===== config.mk =====
export PLATFORM = sky130hd
export DESIGN_NAME = ternary_gradient_cell_histogram_core
export DESIGN_NICKNAME = d
export VERILOG_FILES = /design/src/rtl/tgch_pkg.sv /design/src/rtl/tgch_ram.sv /design/src/rtl/tgch_accum.sv /design/src/rtl/tgch_emit.sv /design/src/rtl/ternary_gradient_cell_histogram_core.sv
export SDC_FILE = /design/constraint.sdc
export NUM_CORES = 1
export LEC_CHECK = 0
export ABC_AREA = 1
export BUFFER_PORTS_ARGS = -buffer_cell sky130_fd_sc_hd__buf_2
export CAP_MARGIN = 40
export CORE_ASPECT_RATIO = 0.7
export CORE_MARGIN = 2
export CORE_UTILIZATION = 43
export CTS_BUF_LIST = sky130_fd_sc_hd__clkbuf_8
export CTS_CLUSTER_DIAMETER = 200
export DETAILED_ROUTE_END_ITERATION = 12
export GPL_ROUTABILITY_DRIVEN = 0
export MAX_ROUTING_LAYER = met4
export SKIP_CTS_REPAIR_TIMING = 1
export SYNTH_ARGS = -nofsm -noshare
export SYNTH_HDL_FRONTEND = slang
export SYNTH_SLANG_ARGS = --single-unit

===== constraint.sdc =====
create_clock -name i_clk -period 7.2 [get_ports i_clk]
set_input_delay 0.72 -clock i_clk [delete_from_list [all_inputs] [get_ports i_clk]]
set_output_delay 0.72 -clock i_clk [all_outputs]
set_load 0.005 [all_outputs]

===== src/rtl/tgch_pkg.sv =====
// Shared types, constants and helper functions for the ternary gradient cell histogram.
// Used by every module of the block but tgch_ram; it depends on nothing else.
`default_nettype none

package tgch_pkg;

    localparam int DATA_W       = 16;
    localparam int FRAC_BITS    = 8;
    localparam int NUM_BINS     = 9;
    localparam int BIN_W        = 4;
    localparam int ACC_W        = 15;
    localparam int IDX_W        = 2;
    localparam int ADDR_W       = IDX_W + 1;
    localparam int RAM_DEPTH    = 1 << ADDR_W;
    localparam int THRESH_RESET = 30;

    localparam logic [ACC_W-1:0] ACC_MAX = {ACC_W{1'b1}};

    // sqrt(2) in Q30, rounded to the nearest step.
    localparam longint unsigned SQRT2_Q30 = 64'd1518500250;
    localparam longint unsigned RND_Q30   = 64'd1 << (31 - FRAC_BITS);

    localparam logic [ACC_W-1:0] W_HALF = ACC_W'(1 << (FRAC_BITS - 1));
    localparam logic [ACC_W-1:0] W_ONE  = ACC_W'(1 << FRAC_BITS);
    localparam logic [ACC_W-1:0] W_Q    =
        ACC_W'((SQRT2_Q30 + RND_Q30) >> (32 - FRAC_BITS));
    localparam logic [ACC_W-1:0] W_TQ   =
        ACC_W'((64'd3 * SQRT2_Q30 + RND_Q30) >> (32 - FRAC_BITS));

    // Orientation classes; each is also the entry index in both accumulator memories.
    typedef logic [IDX_W-1:0] t_code;
    localparam t_code ORI_0   = 2'd0;
    localparam t_code ORI_45  = 2'd1;
    localparam t_code ORI_90  = 2'd2;
    localparam t_code ORI_135 = 2'd3;

    typedef logic [ACC_W-1:0]  t_acc;
    typedef logic [ADDR_W-1:0] t_addr;

    typedef struct packed {
        logic [DATA_W-1:0] left_depth;
        logic [DATA_W-1:0] right_depth;
        logic [DATA_W-1:0] above_depth;
        logic [DATA_W-1:0] below_depth;
        logic              last_of_cell;
    } t_in_item;

    typedef struct packed {
        logic [BIN_W-1:0] bin_number;
        logic [ACC_W-1:0] bin_weight;
        logic             last_bin;
    } t_out_item;

    typedef struct packed {
        logic start;
        logic bank;
    } t_emit_req;

    typedef struct packed {
        t_acc                 rd_a;
        t_acc                 rd_b;
        logic [RAM_DEPTH-1:0] vld_a;
        logic [RAM_DEPTH-1:0] vld_b;
    } t_emit_rd;

    typedef struct packed {
        logic  from_a;
        logic  from_b;
        t_code idx;
    } t_bin_src;

    // Memory A holds bins 0, 1, 4 and 6; memory B holds bins 8, 2 and 7.
    function automatic t_acc weight_a(input t_code code);
        t_acc w;
        case (code)
            ORI_0:   w = W_HALF;
            ORI_45:  w = W_Q;
            ORI_90:  w = W_ONE;
            ORI_135: w = W_TQ;
            default: w = '0;
        endcase
        return w;
    endfunction

    function automatic t_acc weight_b(input t_code code);
        t_acc w;
        case (code)
            ORI_0:   w = W_HALF;
            ORI_45:  w = W_TQ;
            ORI_135: w = W_Q;
            default: w = '0;
        endcase
        return w;
    endfunction

    // Where each bin lives. Bins 3 and 5 never receive weight and read as zero.
    function automatic t_bin_src bin_src(input logic [BIN_W-1:0] bin);
        t_bin_src s;
        s = '{from_a: 1'b0, from_b: 1'b0, idx: ORI_0};
        case (bin)
            4'd0: s = '{from_a: 1'b1, from_b: 1'b0, idx: ORI_0};
            4'd1: s = '{from_a: 1'b1, from_b: 1'b0, idx: ORI_45};
            4'd2: s = '{from_a: 1'b0, from_b: 1'b1, idx: ORI_45};
            4'd4: s = '{from_a: 1'b1, from_b: 1'b0, idx: ORI_90};
            4'd6: s = '{from_a: 1'b1, from_b: 1'b0, idx: ORI_135};
            4'd7: s = '{from_a: 1'b0, from_b: 1'b1, idx: ORI_135};
            4'd8: s = '{from_a: 1'b0, from_b: 1'b1, idx: ORI_0};
            default: s = '{from_a: 1'b0, from_b: 1'b0, idx: ORI_0};
        endcase
        return s;
    endfunction

endpackage

`default_nettype wire


===== src/rtl/tgch_ram.sv =====
// Generic RAM: one write port and two read ports, read data registered.
// Stands alone; no package is needed.
`default_nettype none

module tgch_ram #(
    parameter int WIDTH = 15,
    parameter int DEPTH = 8
) (
    input  wire logic                     i_clk,
    input  wire logic                     i_we,
    input  wire logic [$clog2(DEPTH)-1:0] i_waddr,
    input  wire logic [WIDTH-1:0]         i_wdata,
    input  wire logic [$clog2(DEPTH)-1:0] i_raddr_a,
    input  wire logic [$clog2(DEPTH)-1:0] i_raddr_b,
    output logic      [WIDTH-1:0]         o_rdata_a,
    output logic      [WIDTH-1:0]         o_rdata_b
);

    logic [WIDTH-1:0] r_mem [DEPTH];

    always_ff @(posedge i_clk) begin
        if (i_we) begin
            r_mem[i_waddr] <= i_wdata;
        end
        o_rdata_a <= r_mem[i_raddr_a];
        o_rdata_b <= r_mem[i_raddr_b];
    end

endmodule

`default_nettype wire


===== src/rtl/tgch_accum.sv =====
// Gradient quantiser and read-modify-write pipeline over the two accumulator memories.
// Depends on tgch_pkg and tgch_ram.
`default_nettype none

module tgch_accum (
    input  wire logic                       i_clk,
    input  wire logic                       i_rst_n,
    input  wire logic                       i_accept,
    input  wire tgch_pkg::t_in_item         i_item,
    input  wire logic [tgch_pkg::DATA_W-1:0] i_thresh,
    input  wire tgch_pkg::t_addr            i_emit_addr,
    output tgch_pkg::t_emit_req             o_emit,
    output tgch_pkg::t_emit_rd              o_emit_rd
);

    // Quantiser, combinational on the accepted item.
    logic signed [tgch_pkg::DATA_W+1:0] w_dx, w_dy, w_t, w_dx_t, w_dy_t;
    logic                               w_x_nz, w_x_pos, w_y_nz, w_y_pos;
    logic                               w_upd;
    tgch_pkg::t_code                    w_code;

    always_comb begin
        w_dx    = $signed({2'b00, i_item.right_depth}) - $signed({2'b00, i_item.left_depth});
        w_dy    = $signed({2'b00, i_item.below_depth}) - $signed({2'b00, i_item.above_depth});
        w_t     = $signed({2'b00, i_thresh});
        w_dx_t  = w_dx + w_t;
        w_dy_t  = w_dy + w_t;
        // A difference at or above the threshold is a rising step, at or below
        // minus the threshold a falling one, and anything between is flat.
        w_x_pos = (w_dx >= w_t);
        w_y_pos = (w_dy >= w_t);
        w_x_nz  = w_x_pos || (w_dx_t <= 0);
        w_y_nz  = w_y_pos || (w_dy_t <= 0);
        w_upd   = w_x_nz || w_y_nz;
        if (w_x_nz && !w_y_nz) begin
            w_code = tgch_pkg::ORI_0;
        end else if (!w_x_nz) begin
            w_code = tgch_pkg::ORI_90;
        end else if (w_x_pos == w_y_pos) begin
            w_code = tgch_pkg::ORI_45;
        end else begin
            w_code = tgch_pkg::ORI_135;
        end
    end

    // Bank per cell, valid bits per entry.
    logic                              r_bank;
    logic [tgch_pkg::RAM_DEPTH-1:0]    r_vld_a, r_vld_b, n_vld_a, n_vld_b;

    // Second stage: memory data returns here and the sum is written back.
    logic               r_s1_valid, r_s1_upd, r_s1_last, r_s1_bank;
    tgch_pkg::t_code    r_s1_code;
    tgch_pkg::t_addr    w_rd_addr, w_s1_addr;

    // Last write to each memory, forwarded to the item directly behind it.
    logic               r_fwd_a_vld, r_fwd_b_vld;
    tgch_pkg::t_addr    r_fwd_addr;
    tgch_pkg::t_acc     r_fwd_a, r_fwd_b;

    tgch_pkg::t_acc     w_rd_a, w_rd_b, w_old_a, w_old_b, w_new_a, w_new_b;
    logic [tgch_pkg::ACC_W:0] w_sum_a, w_sum_b;
    logic               w_we_a, w_we_b;

    assign w_rd_addr = {r_bank, w_code};
    assign w_s1_addr = {r_s1_bank, r_s1_code};

    tgch_ram #(
        .WIDTH (tgch_pkg::ACC_W),
        .DEPTH (tgch_pkg::RAM_DEPTH)
    ) u_ram_a (
        .i_clk     (i_clk),
        .i_we      (w_we_a),
        .i_waddr   (w_s1_addr),
        .i_wdata   (w_new_a),
        .i_raddr_a (w_rd_addr),
        .i_raddr_b (i_emit_addr),
        .o_rdata_a (w_rd_a),
        .o_rdata_b (o_emit_rd.rd_a)
    );

    tgch_ram #(
        .WIDTH (tgch_pkg::ACC_W),
        .DEPTH (tgch_pkg::RAM_DEPTH)
    ) u_ram_b (
        .i_clk     (i_clk),
        .i_we      (w_we_b),
        .i_waddr   (w_s1_addr),
        .i_wdata   (w_new_b),
        .i_raddr_a (w_rd_addr),
        .i_raddr_b (i_emit_addr),
        .o_rdata_a (w_rd_b),
        .o_rdata_b (o_emit_rd.rd_b)
    );

    always_comb begin
        if (r_fwd_a_vld && (r_fwd_addr == w_s1_addr)) begin
            w_old_a = r_fwd_a;
        end else if (r_vld_a[w_s1_addr]) begin
            w_old_a = w_rd_a;
        end else begin
            w_old_a = '0;
        end
        if (r_fwd_b_vld && (r_fwd_addr == w_s1_addr)) begin
            w_old_b = r_fwd_b;
        end else if (r_vld_b[w_s1_addr]) begin
            w_old_b = w_rd_b;
        end else begin
            w_old_b = '0;
        end
        w_sum_a = {1'b0, w_old_a} + {1'b0, tgch_pkg::weight_a(r_s1_code)};
        w_sum_b = {1'b0, w_old_b} + {1'b0, tgch_pkg::weight_b(r_s1_code)};
        w_new_a = w_sum_a[tgch_pkg::ACC_W] ? tgch_pkg::ACC_MAX : w_sum_a[tgch_pkg::ACC_W-1:0];
        w_new_b = w_sum_b[tgch_pkg::ACC_W] ? tgch_pkg::ACC_MAX : w_sum_b[tgch_pkg::ACC_W-1:0];
        w_we_a  = r_s1_valid && r_s1_upd;
        w_we_b  = r_s1_valid && r_s1_upd && (r_s1_code != tgch_pkg::ORI_90);
    end

    always_comb begin
        n_vld_a = r_vld_a;
        n_vld_b = r_vld_b;
        // The bank that the next cell will use starts out empty.
        if (i_accept && i_item.last_of_cell) begin
            for (int i = 0; i < (1 << tgch_pkg::IDX_W); i++) begin
                n_vld_a[{~r_bank, tgch_pkg::IDX_W'(i)}] = 1'b0;
                n_vld_b[{~r_bank, tgch_pkg::IDX_W'(i)}] = 1'b0;
            end
        end
        if (w_we_a) begin
            n_vld_a[w_s1_addr] = 1'b1;
        end
        if (w_we_b) begin
            n_vld_b[w_s1_addr] = 1'b1;
        end
    end

    always_ff @(posedge i_clk) begin
        if (!i_rst_n) begin
            r_bank      <= 1'b0;
            r_vld_a     <= '0;
            r_vld_b     <= '0;
            r_s1_valid  <= 1'b0;
            r_fwd_a_vld <= 1'b0;
            r_fwd_b_vld <= 1'b0;
        end else begin
            r_vld_a     <= n_vld_a;
            r_vld_b     <= n_vld_b;
            r_s1_valid  <= i_accept;
            r_fwd_a_vld <= w_we_a;
            r_fwd_b_vld <= w_we_b;
            if (i_accept && i_item.last_of_cell) begin
                r_bank <= ~r_bank;
            end
        end
        r_s1_upd   <= w_upd;
        r_s1_code  <= w_code;
        r_s1_bank  <= r_bank;
        r_s1_last  <= i_item.last_of_cell;
        r_fwd_addr <= w_s1_addr;
        r_fwd_a    <= w_new_a;
        r_fwd_b    <= w_new_b;
    end

    assign o_emit.start    = r_s1_valid && r_s1_last;
    assign o_emit.bank     = r_s1_bank;
    assign o_emit_rd.vld_a = r_vld_a;
    assign o_emit_rd.vld_b = r_vld_b;

endmodule

`default_nettype wire


===== src/rtl/tgch_emit.sv =====
// Result sequencer: reads the nine bins of a finished cell and drives the output register.
// Depends on tgch_pkg; reads the accumulator memories through tgch_accum.
`default_nettype none

module tgch_emit (
    input  wire logic                i_clk,
    input  wire logic                i_rst_n,
    input  wire tgch_pkg::t_emit_req i_emit,
    input  wire tgch_pkg::t_emit_rd  i_emit_rd,
    output tgch_pkg::t_addr          o_emit_addr,
    output logic                     o_busy,
    output logic                     o_out_valid,
    input  wire logic                i_out_ready,
    output tgch_pkg::t_out_item      o_out
);

    typedef enum logic [1:0] {
        S_IDLE,
        S_READ,
        S_SEND
    } t_state;

    t_state                       r_state;
    logic [tgch_pkg::BIN_W-1:0]   r_bin;
    logic                         r_bank;
    tgch_pkg::t_bin_src           w_src;
    tgch_pkg::t_acc               w_weight;
    logic                         w_last;

    always_comb begin
        w_src       = tgch_pkg::bin_src(r_bin);
        o_emit_addr = {r_bank, w_src.idx};
        if (w_src.from_a && i_emit_rd.vld_a[o_emit_addr]) begin
            w_weight = i_emit_rd.rd_a;
        end else if (w_src.from_b && i_emit_rd.vld_b[o_emit_addr]) begin
            w_weight = i_emit_rd.rd_b;
        end else begin
            w_weight = '0;
        end
        w_last = (r_bin == tgch_pkg::BIN_W'(tgch_pkg::NUM_BINS - 1));
        o_busy = (r_state != S_IDLE);
    end

    always_ff @(posedge i_clk) begin
        if (!i_rst_n) begin
            r_state     <= S_IDLE;
            o_out_valid <= 1'b0;
        end else begin
            // While sending, the output register is either reloaded or left waiting.
            if (o_out_valid && i_out_ready && (r_state != S_SEND)) begin
                o_out_valid <= 1'b0;
            end
            case (r_state)
                S_IDLE: begin
                    if (i_emit.start) begin
                        r_bank  <= i_emit.bank;
                        r_bin   <= '0;
                        r_state <= S_READ;
                    end
                end
                // The memory address for r_bin is presented; data is there next cycle.
                S_READ: begin
                    r_state <= S_SEND;
                end
                S_SEND: begin
                    if (!o_out_valid || i_out_ready) begin
                        o_out_valid      <= 1'b1;
                        o_out.bin_number <= r_bin;
                        o_out.bin_weight <= w_weight;
                        o_out.last_bin   <= w_last;
                        if (w_last) begin
                            r_state <= S_IDLE;
                        end else begin
                            r_bin   <= r_bin + 1'b1;
                            r_state <= S_READ;
                        end
                    end
                end
                default: begin
                    r_state <= S_IDLE;
                end
            endcase
        end
    end

endmodule

`default_nettype wire


===== src/rtl/ternary_gradient_cell_histogram_core.sv =====
// Top level of the ternary gradient cell histogram: threshold register, accumulator
// pipeline and result sequencer. Depends on tgch_pkg, tgch_accum and tgch_emit.
//
//   channel | direction | handshake                   | payload
//   --------+-----------+-----------------------------+---------------------------
//   in      | input     | i_in_valid / o_in_ready     | i_in  (tgch_pkg::t_in_item)
//   out     | output    | o_out_valid / i_out_ready   | o_out (tgch_pkg::t_out_item)
//   cfg     | input     | i_cfg_we, no wait           | i_cfg_wdata (threshold)
//
// One pixel item is accepted per cycle while o_in_ready is high; its bins are read,
// updated and written back, with the previous write forwarded when both touch the same
// entry. A cell's last item starts nine results, each read and then sent before the
// next bin is read; a last item is held off while the previous cell still emits.
// Reset is synchronous and needs no clearing pass: per-entry valid bits empty both banks.
`default_nettype none

module ternary_gradient_cell_histogram_core (
    input  wire logic                        i_clk,
    input  wire logic                        i_rst_n,
    input  wire logic                        i_in_valid,
    output logic                             o_in_ready,
    input  wire tgch_pkg::t_in_item          i_in,
    output logic                             o_out_valid,
    input  wire logic                        i_out_ready,
    output tgch_pkg::t_out_item              o_out,
    input  wire logic                        i_cfg_we,
    input  wire logic [tgch_pkg::DATA_W-1:0] i_cfg_wdata
);

    logic [tgch_pkg::DATA_W-1:0] r_thresh;
    logic                        w_accept;
    logic                        w_emit_busy;
    tgch_pkg::t_emit_req         w_emit;
    tgch_pkg::t_emit_rd          w_emit_rd;
    tgch_pkg::t_addr             w_emit_addr;

    always_ff @(posedge i_clk) begin
        if (!i_rst_n) begin
            r_thresh <= tgch_pkg::DATA_W'(tgch_pkg::THRESH_RESET);
        end else if (i_cfg_we) begin
            r_thresh <= i_cfg_wdata;
        end
    end

    // A finished cell is still being read out while its start request or sequencer runs.
    assign o_in_ready = !(i_in.last_of_cell && (w_emit.start || w_emit_busy));
    assign w_accept   = i_in_valid && o_in_ready;

    tgch_accum u_accum (
        .i_clk       (i_clk),
        .i_rst_n     (i_rst_n),
        .i_accept    (w_accept),
        .i_item      (i_in),
        .i_thresh    (r_thresh),
        .i_emit_addr (w_emit_addr),
        .o_emit      (w_emit),
        .o_emit_rd   (w_emit_rd)
    );

    tgch_emit u_emit (
        .i_clk       (i_clk),
        .i_rst_n     (i_rst_n),
        .i_emit      (w_emit),
        .i_emit_rd   (w_emit_rd),
        .o_emit_addr (w_emit_addr),
        .o_busy      (w_emit_busy),
        .o_out_valid (o_out_valid),
        .i_out_ready (i_out_ready),
        .o_out       (o_out)
    );

endmodule

`default_nettype wire


==> impl_metrics.py, run 1 <==
metrics = {
    "critical_path": {
        "cpPeakStageDelay_ns": 0.46,
        "start_kind": "input pin",
        "crit_slowest_cell": "o21ai_1",
        "cp-startpoint": "i_in[33]",
        "crit_required_ns": 7.73,
        "reg2reg_from": "u_accum.r_s1_code[0]",
        "cp.arrival_ns": 5.84,
        "cp-end-kind": "register",
        "cp_max_fo": 80,
        "cpMostUsedCell": "nand2_1",
        "critPathKind": "in2reg",
    },
    "yosys": {
        "avgSynthCellArea_um2": 8.02,
        "ys_seq_area_share_pct": 45.5,
        "yosys.cell_types.count": 55,
        "synth_edf_count": 265,
        "synthArstFlopShare_pct": 0,
        "synth_cells": 2931,
        "ys_warn_count": 0,
        "syn-cell-area_mm2": 0.0235,
        "yosys_most_used_dff": "edfxtp_1",
        "yosys_register_bits": 402,
    },
    "floorplan": {
        "start_util_pct": 43.6,
        "core_mm2": 0.0539,
        "die_w_um": 284,
        "rows": 71,
        "dieArea_mm2": 0.0566,
        "ios": 108,
        "die_h_um": 200,
    },
    "detailed_routing": {
        "wl_met3_um": 6310,
        "route.met2.wl_um": 26700,
        "routed.top_layer": "met4",
        "wl_um": 67700,
        "num_vias": 20400,
        "met1Wirelength_um": 33400,
        "drc_errors": 0,
        "dr.pass1.iters": 7,
        "first_iter_violations": 2123,
        "avgRoutedWirePerCell_um": 17.7,
        "viasPerCell": 5.34,
        "ant_nets": 0,
    },
    "finish": {
        "nets": 3248,
        "area_delta_synth_final_pct": 11.0,
        "fin_area_mm2": 0.0261,
        "antenna_cells": 0,
        "layout_commonest_cell": "nand2_1",
        "final_cell_mix": "nand2_1 (737), inv_1 (471), nand3_1 (285), edfxtp_1 (265), a21oi_1 (187)",
        "drive_above_1_share_pct": 9.84,
        "nFillCells": 5171,
        "stdcell_count": 3821,
    },
    "timing": {
        "fin_skew_ns": 0.0357,
        "setup_tns_ns": 0,
        "holdWs_ns": 0.231,
        "fin_crit_ns": 5.31,
        "tightest_slew_ns": 0.956,
        "final-max-slew-violation-count": 0,
        "finalSetupViolations": 0,
        "slew_headroom_pct": 36.3,
        "setup_slack_ns": 1.89,
        "final_hold_viol_count": 0,
        "fmax_mhz": 188,
        "grt_setup_unrepaired": "no",
        "final.period_utilization_pct": 73.8,
    },
    "place": {
        "dpl.hpwl_um": 44600,
        "portBuffers": 107,
        "dpl.cell_count": 3701,
        "place_area_mm2": 0.0249,
        "dp_slack_ns": 1.37,
    },
    "power_and_ir_drop": {
        "peakVddDrop_mv": 0.194,
        "leakage_nw": 12.1,
        "p_per_area_mw_per_mm2": 284,
    },
    "cts": {
        "ctsRootBufferMaster": "clkbuf_8",
        "clkTransAtPathRegs_ns": 0.06,
        "clock_path_buffers": 3,
        "clock_sinks": 402,
        "cts_tree": "done",
        "htreeDepth": 3,
        "clkLatencyLatePin_ns": 0.66,
        "numCtsBuffers": 66,
    },
    "grt": {
        "grt_start_max_net_pins": 122,
        "grt_pass1_wl_um": 105000,
        "grt_pass1_vias": 19000,
        "gr-total-overflow": 0,
        "grt_usage_pct": 24.4,
        "grt_antenna_before_repair": 0,
    },
    "run_status": {
        "status": "complete, no violations",
    },
    "hold_path": {
        "hp-start": "i_in[0]",
        "hp-class": "in2reg",
    },
    "job": {
        "drv_cap": 0,
    },
}
==> stage by stage <==
step | utilization, % | power, W
after floorplan | - | 0.00482
after global placement | 46.0 | 0.00546
after detailed placement | 46.1 | 0.00551
after CTS | 48.4 | 0.00740
after global routing | 48.4 | 0.00786
final | 48.4 | 0.00742
==> flip-flops by register name, indices dropped and copies added, names as in the netlist, 4 cells and up <==
name,cells
u_accum.u_ram_b.r_mem,120
u_emit.o_out,20
u_accum.u_ram_a.r_mem,120
r_thresh,16
u_accum.r_fwd_a,15
u_emit.r_bin,4
u_accum.r_vld_b,8
u_accum.u_ram_a.o_rdata_a,15
u_accum.u_ram_b.o_rdata_a,15
u_accum.r_fwd_b,15
u_accum.r_vld_a,8
u_accum.u_ram_b.o_rdata_b,15
u_accum.u_ram_a.o_rdata_b,15
==> synthesized netlist by cell type, types with 38 or more instances <==
master | count | area [um2]
a21oi_1 | 187 | 936
buf_2 | 38 | 190
clkbuf_1 | 58 | 218
dfxtp_1 | 137 | 2740
edfxtp_1 | 265 | 7960
ha_1 | 116 | 1450
inv_1 | 439 | 1650
nand2_1 | 739 | 2770
nand3_1 | 285 | 1430
nand3b_1 | 69 | 518
nor2_1 | 114 | 428
o211ai_1 | 60 | 450
o21ai_0 | 123 | 616
==> worst paths after layout <==
kind / endpoint / slack [ns] / cells after the start
min: u_accum.r_s1_last / 0.23 / 1
min reg2reg: u_accum.r_vld_b[5] / 0.48 / 2
max reg2reg: u_accum.u_ram_a.r_mem[4][13] / 2.57 / 15
max: u_accum.u_ram_a.o_rdata_a[13] / 1.89 / 31
==> area by class of cell <==
class / instances / area (um2) / area share, %
clock buffers: 74 / 1020 / 3.90
multi-input cells: 1966 / 10600 / 40.7
inverters: 465 / 1750 / 6.69
flip-flops and latches: 402 / 10700 / 41.0
well taps: 730 / 913 / 3.50
repair buffers: 139 / 891 / 3.41
clock inverters: 45 / 200 / 0.767
==> report_power, final <==
group / leakage, nW / switching [W] / total [W] / internal (W)
Clock: 0.744 / 0.000938 / 0.00188 / 0.000945
Combinational: 7.73 / 0.00176 / 0.00251 / 0.000745
Sequential: 3.62 / 0.000140 / 0.00303 / 0.00289
Total: 12.1 / 0.00284 / 0.00742 / 0.00458
==> cells by family after synthesis <==
logic type | share of synthesized area [%]
simple gates | 23.9
buf+inv | 10.1
compound gates | 12.2
flops | 45.5
fa+ha+maj | 6.68
xor+xnor | 1.64
other cells | 0.0159
==> critical path, delay by kind of cell <==
kind | cells | cell delay (ns)
AO/OA/AOI/OAI | 2 | 0.61
XOR/XNOR | 1 | 0.45
adder cells (fa/ha/maj) | 3 | 1.03
buffers and inverters | 4 | 0.52
AND/OR/NAND/NOR | 21 | 2.39
==> per-layer routing <==
metal,track usage [%],up-vias
met3,4.79,134
met5,-,-
li1,-,9918
met1,35.9,9425
met2,33.9,933
met4,6.47,0
No activity file was read; power rests on OpenSTA's default activity.
==> run 2: changes to the inputs <==
Settings changed: ABC_AREA 1 to 0.
Clock period 7.2 ns to 5.2 ns, I/O delays scaled along.
==> impl_metrics.py, run 2 <==
metrics = {
    "run_status": {
        "status": "complete, but fails checks",
        "violations": "negative setup slack",
    },
    "place": {
        "dp_slack_ns": -0.914,
        "portBuffers": 107,
        "dpl.hpwl_um": 38600,
    },
    "cts": {
        "htreeDepth": 2,
        "numCtsBuffers": 61,
        "ctsRootBufferMaster": "clkbuf_8",
        "clock_sinks": 402,
        "cts_tree": "done",
        "clock_path_buffers": 3,
        "clkLatencyLatePin_ns": 0.65,
        "clkTransAtPathRegs_ns": 0.06,
    },
    "finish": {
        "drive_above_1_share_pct": 27.0,
        "antenna_cells": 0,
        "area_delta_synth_final_pct": 19.4,
        "nets": 2230,
        "postLayoutCoreUtil_pct": 51.9,
        "nFillCells": 4272,
        "largestRegisters": "u_accum.u_ram_a.r_mem x120, u_accum.u_ram_b.r_mem x120, u_emit.o_out x20",
        "layout_commonest_cell": "edfxtp_1",
        "final_cell_mix": "edfxtp_1 (265), buf_4 (169), dfxtp_1 (136), inv_1 (126), ha_1 (113)",
    },
    "grt": {
        "grt_usage_pct": 22.6,
        "gr-total-overflow": 0,
        "grt_pass1_wl_um": 87000,
        "grt_antenna_before_repair": 0,
        "grt_pass1_vias": 15000,
        "grt_start_max_net_pins": 49,
    },
    "detailed_routing": {
        "viasPerCell": 5.65,
        "dr.pass1.iters": 8,
        "avgRoutedWirePerCell_um": 21.1,
        "wl_um": 57800,
        "first_iter_violations": 1496,
        "ant_nets": 0,
        "num_vias": 15500,
        "drc_errors": 0,
    },
    "yosys": {
        "yosys_register_bits": 402,
        "synth_top_area_share_pct": 37.2,
        "avgSynthCellArea_um2": 12.4,
        "synth_top_family_by_area": "multiplexers",
        "synth_compound_area_share_pct": 11.4,
        "yosys.cell_types.count": 83,
        "syn-cell-area_mm2": 0.0214,
        "synth_edf_count": 265,
        "ys_warn_count": 0,
        "synth_cells": 1716,
        "yosys_most_used_dff": "edfxtp_1",
        "synth_common_cells": "edfxtp_1 (265), dfxtp_1 (137), ha_1 (116)",
        "synthArstFlopShare_pct": 0,
        "synth_most_common_cell": "edfxtp_1",
        "synth.area.top_cells": "edfxtp_1 (37%), dfxtp_1 (13%), mux4_2 (10%)",
        "synthAdderAreaFrac_pct": 7.36,
        "synthSimpleGateAreaFrac_pct": 9.91,
        "synth-xor-area-share_pct": 1.97,
        "ys_seq_area_share_pct": 50.1,
        "synth_top_area_cell": "edfxtp_1",
        "muxShareOfSynthArea_pct": 15.8,
    },
    "floorplan": {
        "die_h_um": 190,
        "start_util_pct": 43.4,
        "dieArea_mm2": 0.0515,
        "rows": 68,
        "die_w_um": 270,
        "core_mm2": 0.0492,
        "ios": 108,
    },
    "critical_path": {
        "crit_required_ns": 5.72,
        "cp.arrival_ns": 5.81,
        "cp_max_fo": 8,
        "start_kind": "input pin",
        "cp-end-kind": "register",
        "critPathKind": "in2reg",
    },
    "power_and_ir_drop": {
        "peakVddDrop_mv": 0.203,
        "leakage_nw": 10.1,
        "p_per_area_mw_per_mm2": 365,
    },
    "hold_path": {
        "hp-class": "in2reg",
    },
    "timing": {
        "fmax_mhz": 189,
        "final_hold_viol_count": 0,
        "fin_crit_ns": 5.29,
        "fin_skew_ns": 0.0255,
        "tightest_slew_ns": 0.987,
        "finalSetupViolations": 17,
        "slew_headroom_pct": 33.5,
        "final.period_utilization_pct": 102,
        "setup_slack_ns": -0.0877,
        "grt_setup_unrepaired": "yes",
        "final-max-slew-violation-count": 0,
        "setup_tns_ns": -1.03,
    },
    "job": {
        "drv_cap": 0,
    },
}
## run 2: cell types whose count changed after synthesis, sizes merged, moves of 93 or more
cell | before | now
nand2 | 747 | 104
mux4 | 0 | 98
a21oi | 192 | 71
inv | 463 | 101
o21ai | 141 | 48
nand3 | 290 | 51
## run 2: path summary, 6_finish.rpt
check / from / to / slack [ns] / cells after the start
setup / recovery: i_in[18] / u_accum.u_ram_a.o_rdata_a[10] / -0.09 / 25
setup reg to reg: u_accum.r_s1_code[0] / u_accum.u_ram_a.r_mem[5][14] / 0.79 / 18
hold / removal: i_in[0] / u_accum.r_s1_last / 0.04 / 1
hold reg to reg: u_accum.r_s1_bank / u_accum.r_fwd_addr[2] / 0.51 / 0
## run 2: cell families (layout without fill, tap and decap cells)
group | after synthesis | in the layout
simple gates | 424 | 424
buf+inv | 180 | 507
fa+ha+maj | 122 | 122
compound gates | 328 | 330
mux | 211 | 211
xor+xnor | 48 | 48
other cells | 1 | 30
flops | 402 | 402
## run 2: power breakdown
part           switching [W]  internal (W)
combinational        0.00150       0.00120
sequential          0.000163       0.00387
clock                0.00124       0.00134
total                0.00290       0.00640
## run 2: cell type report
cell class	instances	area [um2]	share of cell area (%)
flip-flops and latches	402	10700	42.0
multi-input cells	1165	10300	40.4
repair buffers	291	2070	8.13
clock buffers	67	922	3.61
well taps	665	832	3.26
inverters	101	392	1.53
clock inverters	48	292	1.14
## run 2: through the flow
stage	std cells	area [um2]	hold WS (ns)	power, W
final	2739	25500	0.0361	0.00930
after CTS	2725	25200	-0.0219	0.00916
after floorplan	1745	21500	0.329	0.00569
after global routing	2739	25500	0.0160	0.00976
after detailed placement	2610	24000	0.496	0.00657
after global placement	2608	23900	0.485	0.00652
## run 2: worst max-delay path: stages
cell and delay, ns:
buf_12 0.11, inv_12 0.04, ha_4 0.19, nor2b_4 0.12, o21ai_2 0.16, a21boi_2 0.09
o21ai_2 0.15, a21oi_2 0.08, o21a_1 0.21, o31a_1 0.27, o221a_2 0.27, or4_4 0.47
nand4_1 0.14, ha_4 0.22, nor2b_4 0.12, a2111o_1 0.36, a221o_1 0.27, a2111oi_2 0.27
nand4_1 0.22, nor4b_4 0.34, nand4b_1 0.16, a31o_4 0.32, buf_6 0.13, a21o_4 0.27
o221a_1 0.29
## run 2: per-layer routing
metal / global-route usage (%) / routed length (um)
met5: - / 0
met4: 5.14 / 962
met3: 3.71 / 4520
met2: 32.3 / 24200
met1: 33.7 / 28100
==> run 3: changes to the inputs <==
Settings changed: CTS_CLUSTER_SIZE from default to 25, GPL_TIMING_DRIVEN from default to 0.
==> impl_metrics.py, run 3 (same netlist as run 2, synthesis figures left out) <==
metrics = {
    "floorplan": {
        "dieArea_mm2": 0.0515,
        "die_w_um": 270,
        "rows": 68,
        "ios": 108,
        "core_mm2": 0.0492,
        "die_h_um": 190,
        "start_util_pct": 43.4,
    },
    "timing": {
        "final-max-slew-violation-count": 0,
        "final_hold_viol_count": 0,
        "slew_headroom_pct": 38.4,
        "finalSetupViolations": 32,
        "fin_skew_ns": 0.0645,
        "grt_setup_unrepaired": "yes",
        "holdWs_ns": 0.0538,
        "fmax_mhz": 182,
        "setup_tns_ns": -7.90,
        "final.period_utilization_pct": 106,
        "setup_slack_ns": -0.301,
        "tightest_slew_ns": 0.925,
        "fin_crit_ns": 5.50,
    },
    "critical_path": {
        "cp-end-kind": "register",
        "crit_buf_inv": 3,
        "crit_required_ns": 5.72,
        "cp.arrival_ns": 6.02,
        "path_delay_family": "compound AO/OA/AOI/OAI gates",
        "cpPeakStageDelay_ns": 0.44,
        "crit_slowest_cell": "a2111o_1",
        "cp_max_fo": 10,
        "start_kind": "input pin",
        "critPathKind": "in2reg",
    },
    "finish": {
        "fin_area_mm2": 0.0241,
        "antenna_cells": 0,
        "drive_above_1_share_pct": 20.0,
        "largestRegisters": "u_accum.u_ram_a.r_mem x120, u_accum.u_ram_b.r_mem x120, u_emit.o_out x20",
        "nets": 2129,
        "stdcell_count": 2599,
        "final_cell_mix": "edfxtp_1 (265), dfxtp_1 (137), buf_2 (113), inv_1 (112), ha_1 (112)",
        "area_delta_synth_final_pct": 12.7,
        "layout_commonest_cell": "edfxtp_1",
    },
    "detailed_routing": {
        "num_vias": 15100,
        "drc_errors": 0,
        "ant_nets": 0,
        "first_iter_violations": 1712,
        "wl_um": 58000,
        "viasPerCell": 5.82,
        "dr.pass1.iters": 6,
        "avgRoutedWirePerCell_um": 22.3,
    },
    "grt": {
        "grt_usage_pct": 22.8,
        "gr-total-overflow": 0,
        "grt_pass1_vias": 14500,
        "grt_start_max_net_pins": 27,
        "grt_antenna_before_repair": 0,
        "grt_pass1_wl_um": 87200,
    },
    "cts": {
        "htreeDepth": 1,
        "clock_sinks": 402,
        "clock_path_buffers": 3,
        "clkTransAtPathRegs_ns": 0.15,
        "clkLatencyLatePin_ns": 0.63,
        "cts_tree": "done",
        "numCtsBuffers": 20,
        "ctsRootBufferMaster": "clkbuf_8",
    },
    "place": {
        "dpl.cell_count": 2556,
        "dp_slack_ns": -1.09,
        "dpl.hpwl_um": 44100,
        "portBuffers": 106,
        "place_area_mm2": 0.0234,
    },
    "run_status": {
        "status": "complete, but fails checks",
        "violations": "negative setup slack",
    },
    "power_and_ir_drop": {
        "p_per_area_mw_per_mm2": 327,
        "leakage_nw": 9.10,
        "peakVddDrop_mv": 0.166,
    },
    "hold_path": {
        "hp-class": "in2reg",
    },
    "job": {
        "drv_cap": 0,
    },
}
[run 3: layout make-up]
cell class / count / area [um2]
fillers: 4380 / 25100
flip-flops and latches: 402 / 10700
multi-input cells: 1163 / 10200
repair buffers: 155 / 1140
well taps: 665 / 832
plain buffers: 78 / 392
inverters: 101 / 392
clock buffers: 21 / 289
clock inverters: 14 / 78.8
[run 3: metrics by stage]
step | total power [W] | utilization, %
final | 0.00788 | 48.9
after global routing | 0.00826 | 48.9
after CTS | 0.00778 | 48.4
after detailed placement | 0.00644 | 47.6
after global placement | 0.00634 | 46.5
after floorplan | 0.00569 | -
[run 3: report_power, final]
| part | internal, W | switching [W] |
|---|---|---|
| Combinational | 0.00102 | 0.00149 |
| Clock | 0.000393 | 0.000972 |
| Sequential | 0.00386 | 0.000147 |
[run 3: worst paths after layout]
path | to | startpoint | slack [ns] | cells after the start
worst max-delay path | u_accum.u_ram_b.o_rdata_a[14] | i_in[18] | -0.30 | 25
worst max register to register | u_accum.u_ram_b.r_mem[1][10] | u_accum.r_s1_code[1] | 0.23 | 16
worst min register to register | u_accum.r_fwd_addr[1] | u_accum.r_s1_code[1] | 0.36 | 0
worst min-delay path | u_accum.r_s1_last | i_in[0] | 0.05 | 1
[run 3: per-layer routing]
layer	vias to the layer above	share of wire [%]	track usage, %
met5	-	0	-
met4	0	1.4	3.44
met3	54	8.7	4.09
met2	627	42	32.3
met1	7563	48	34.7
li1	6895	-	-
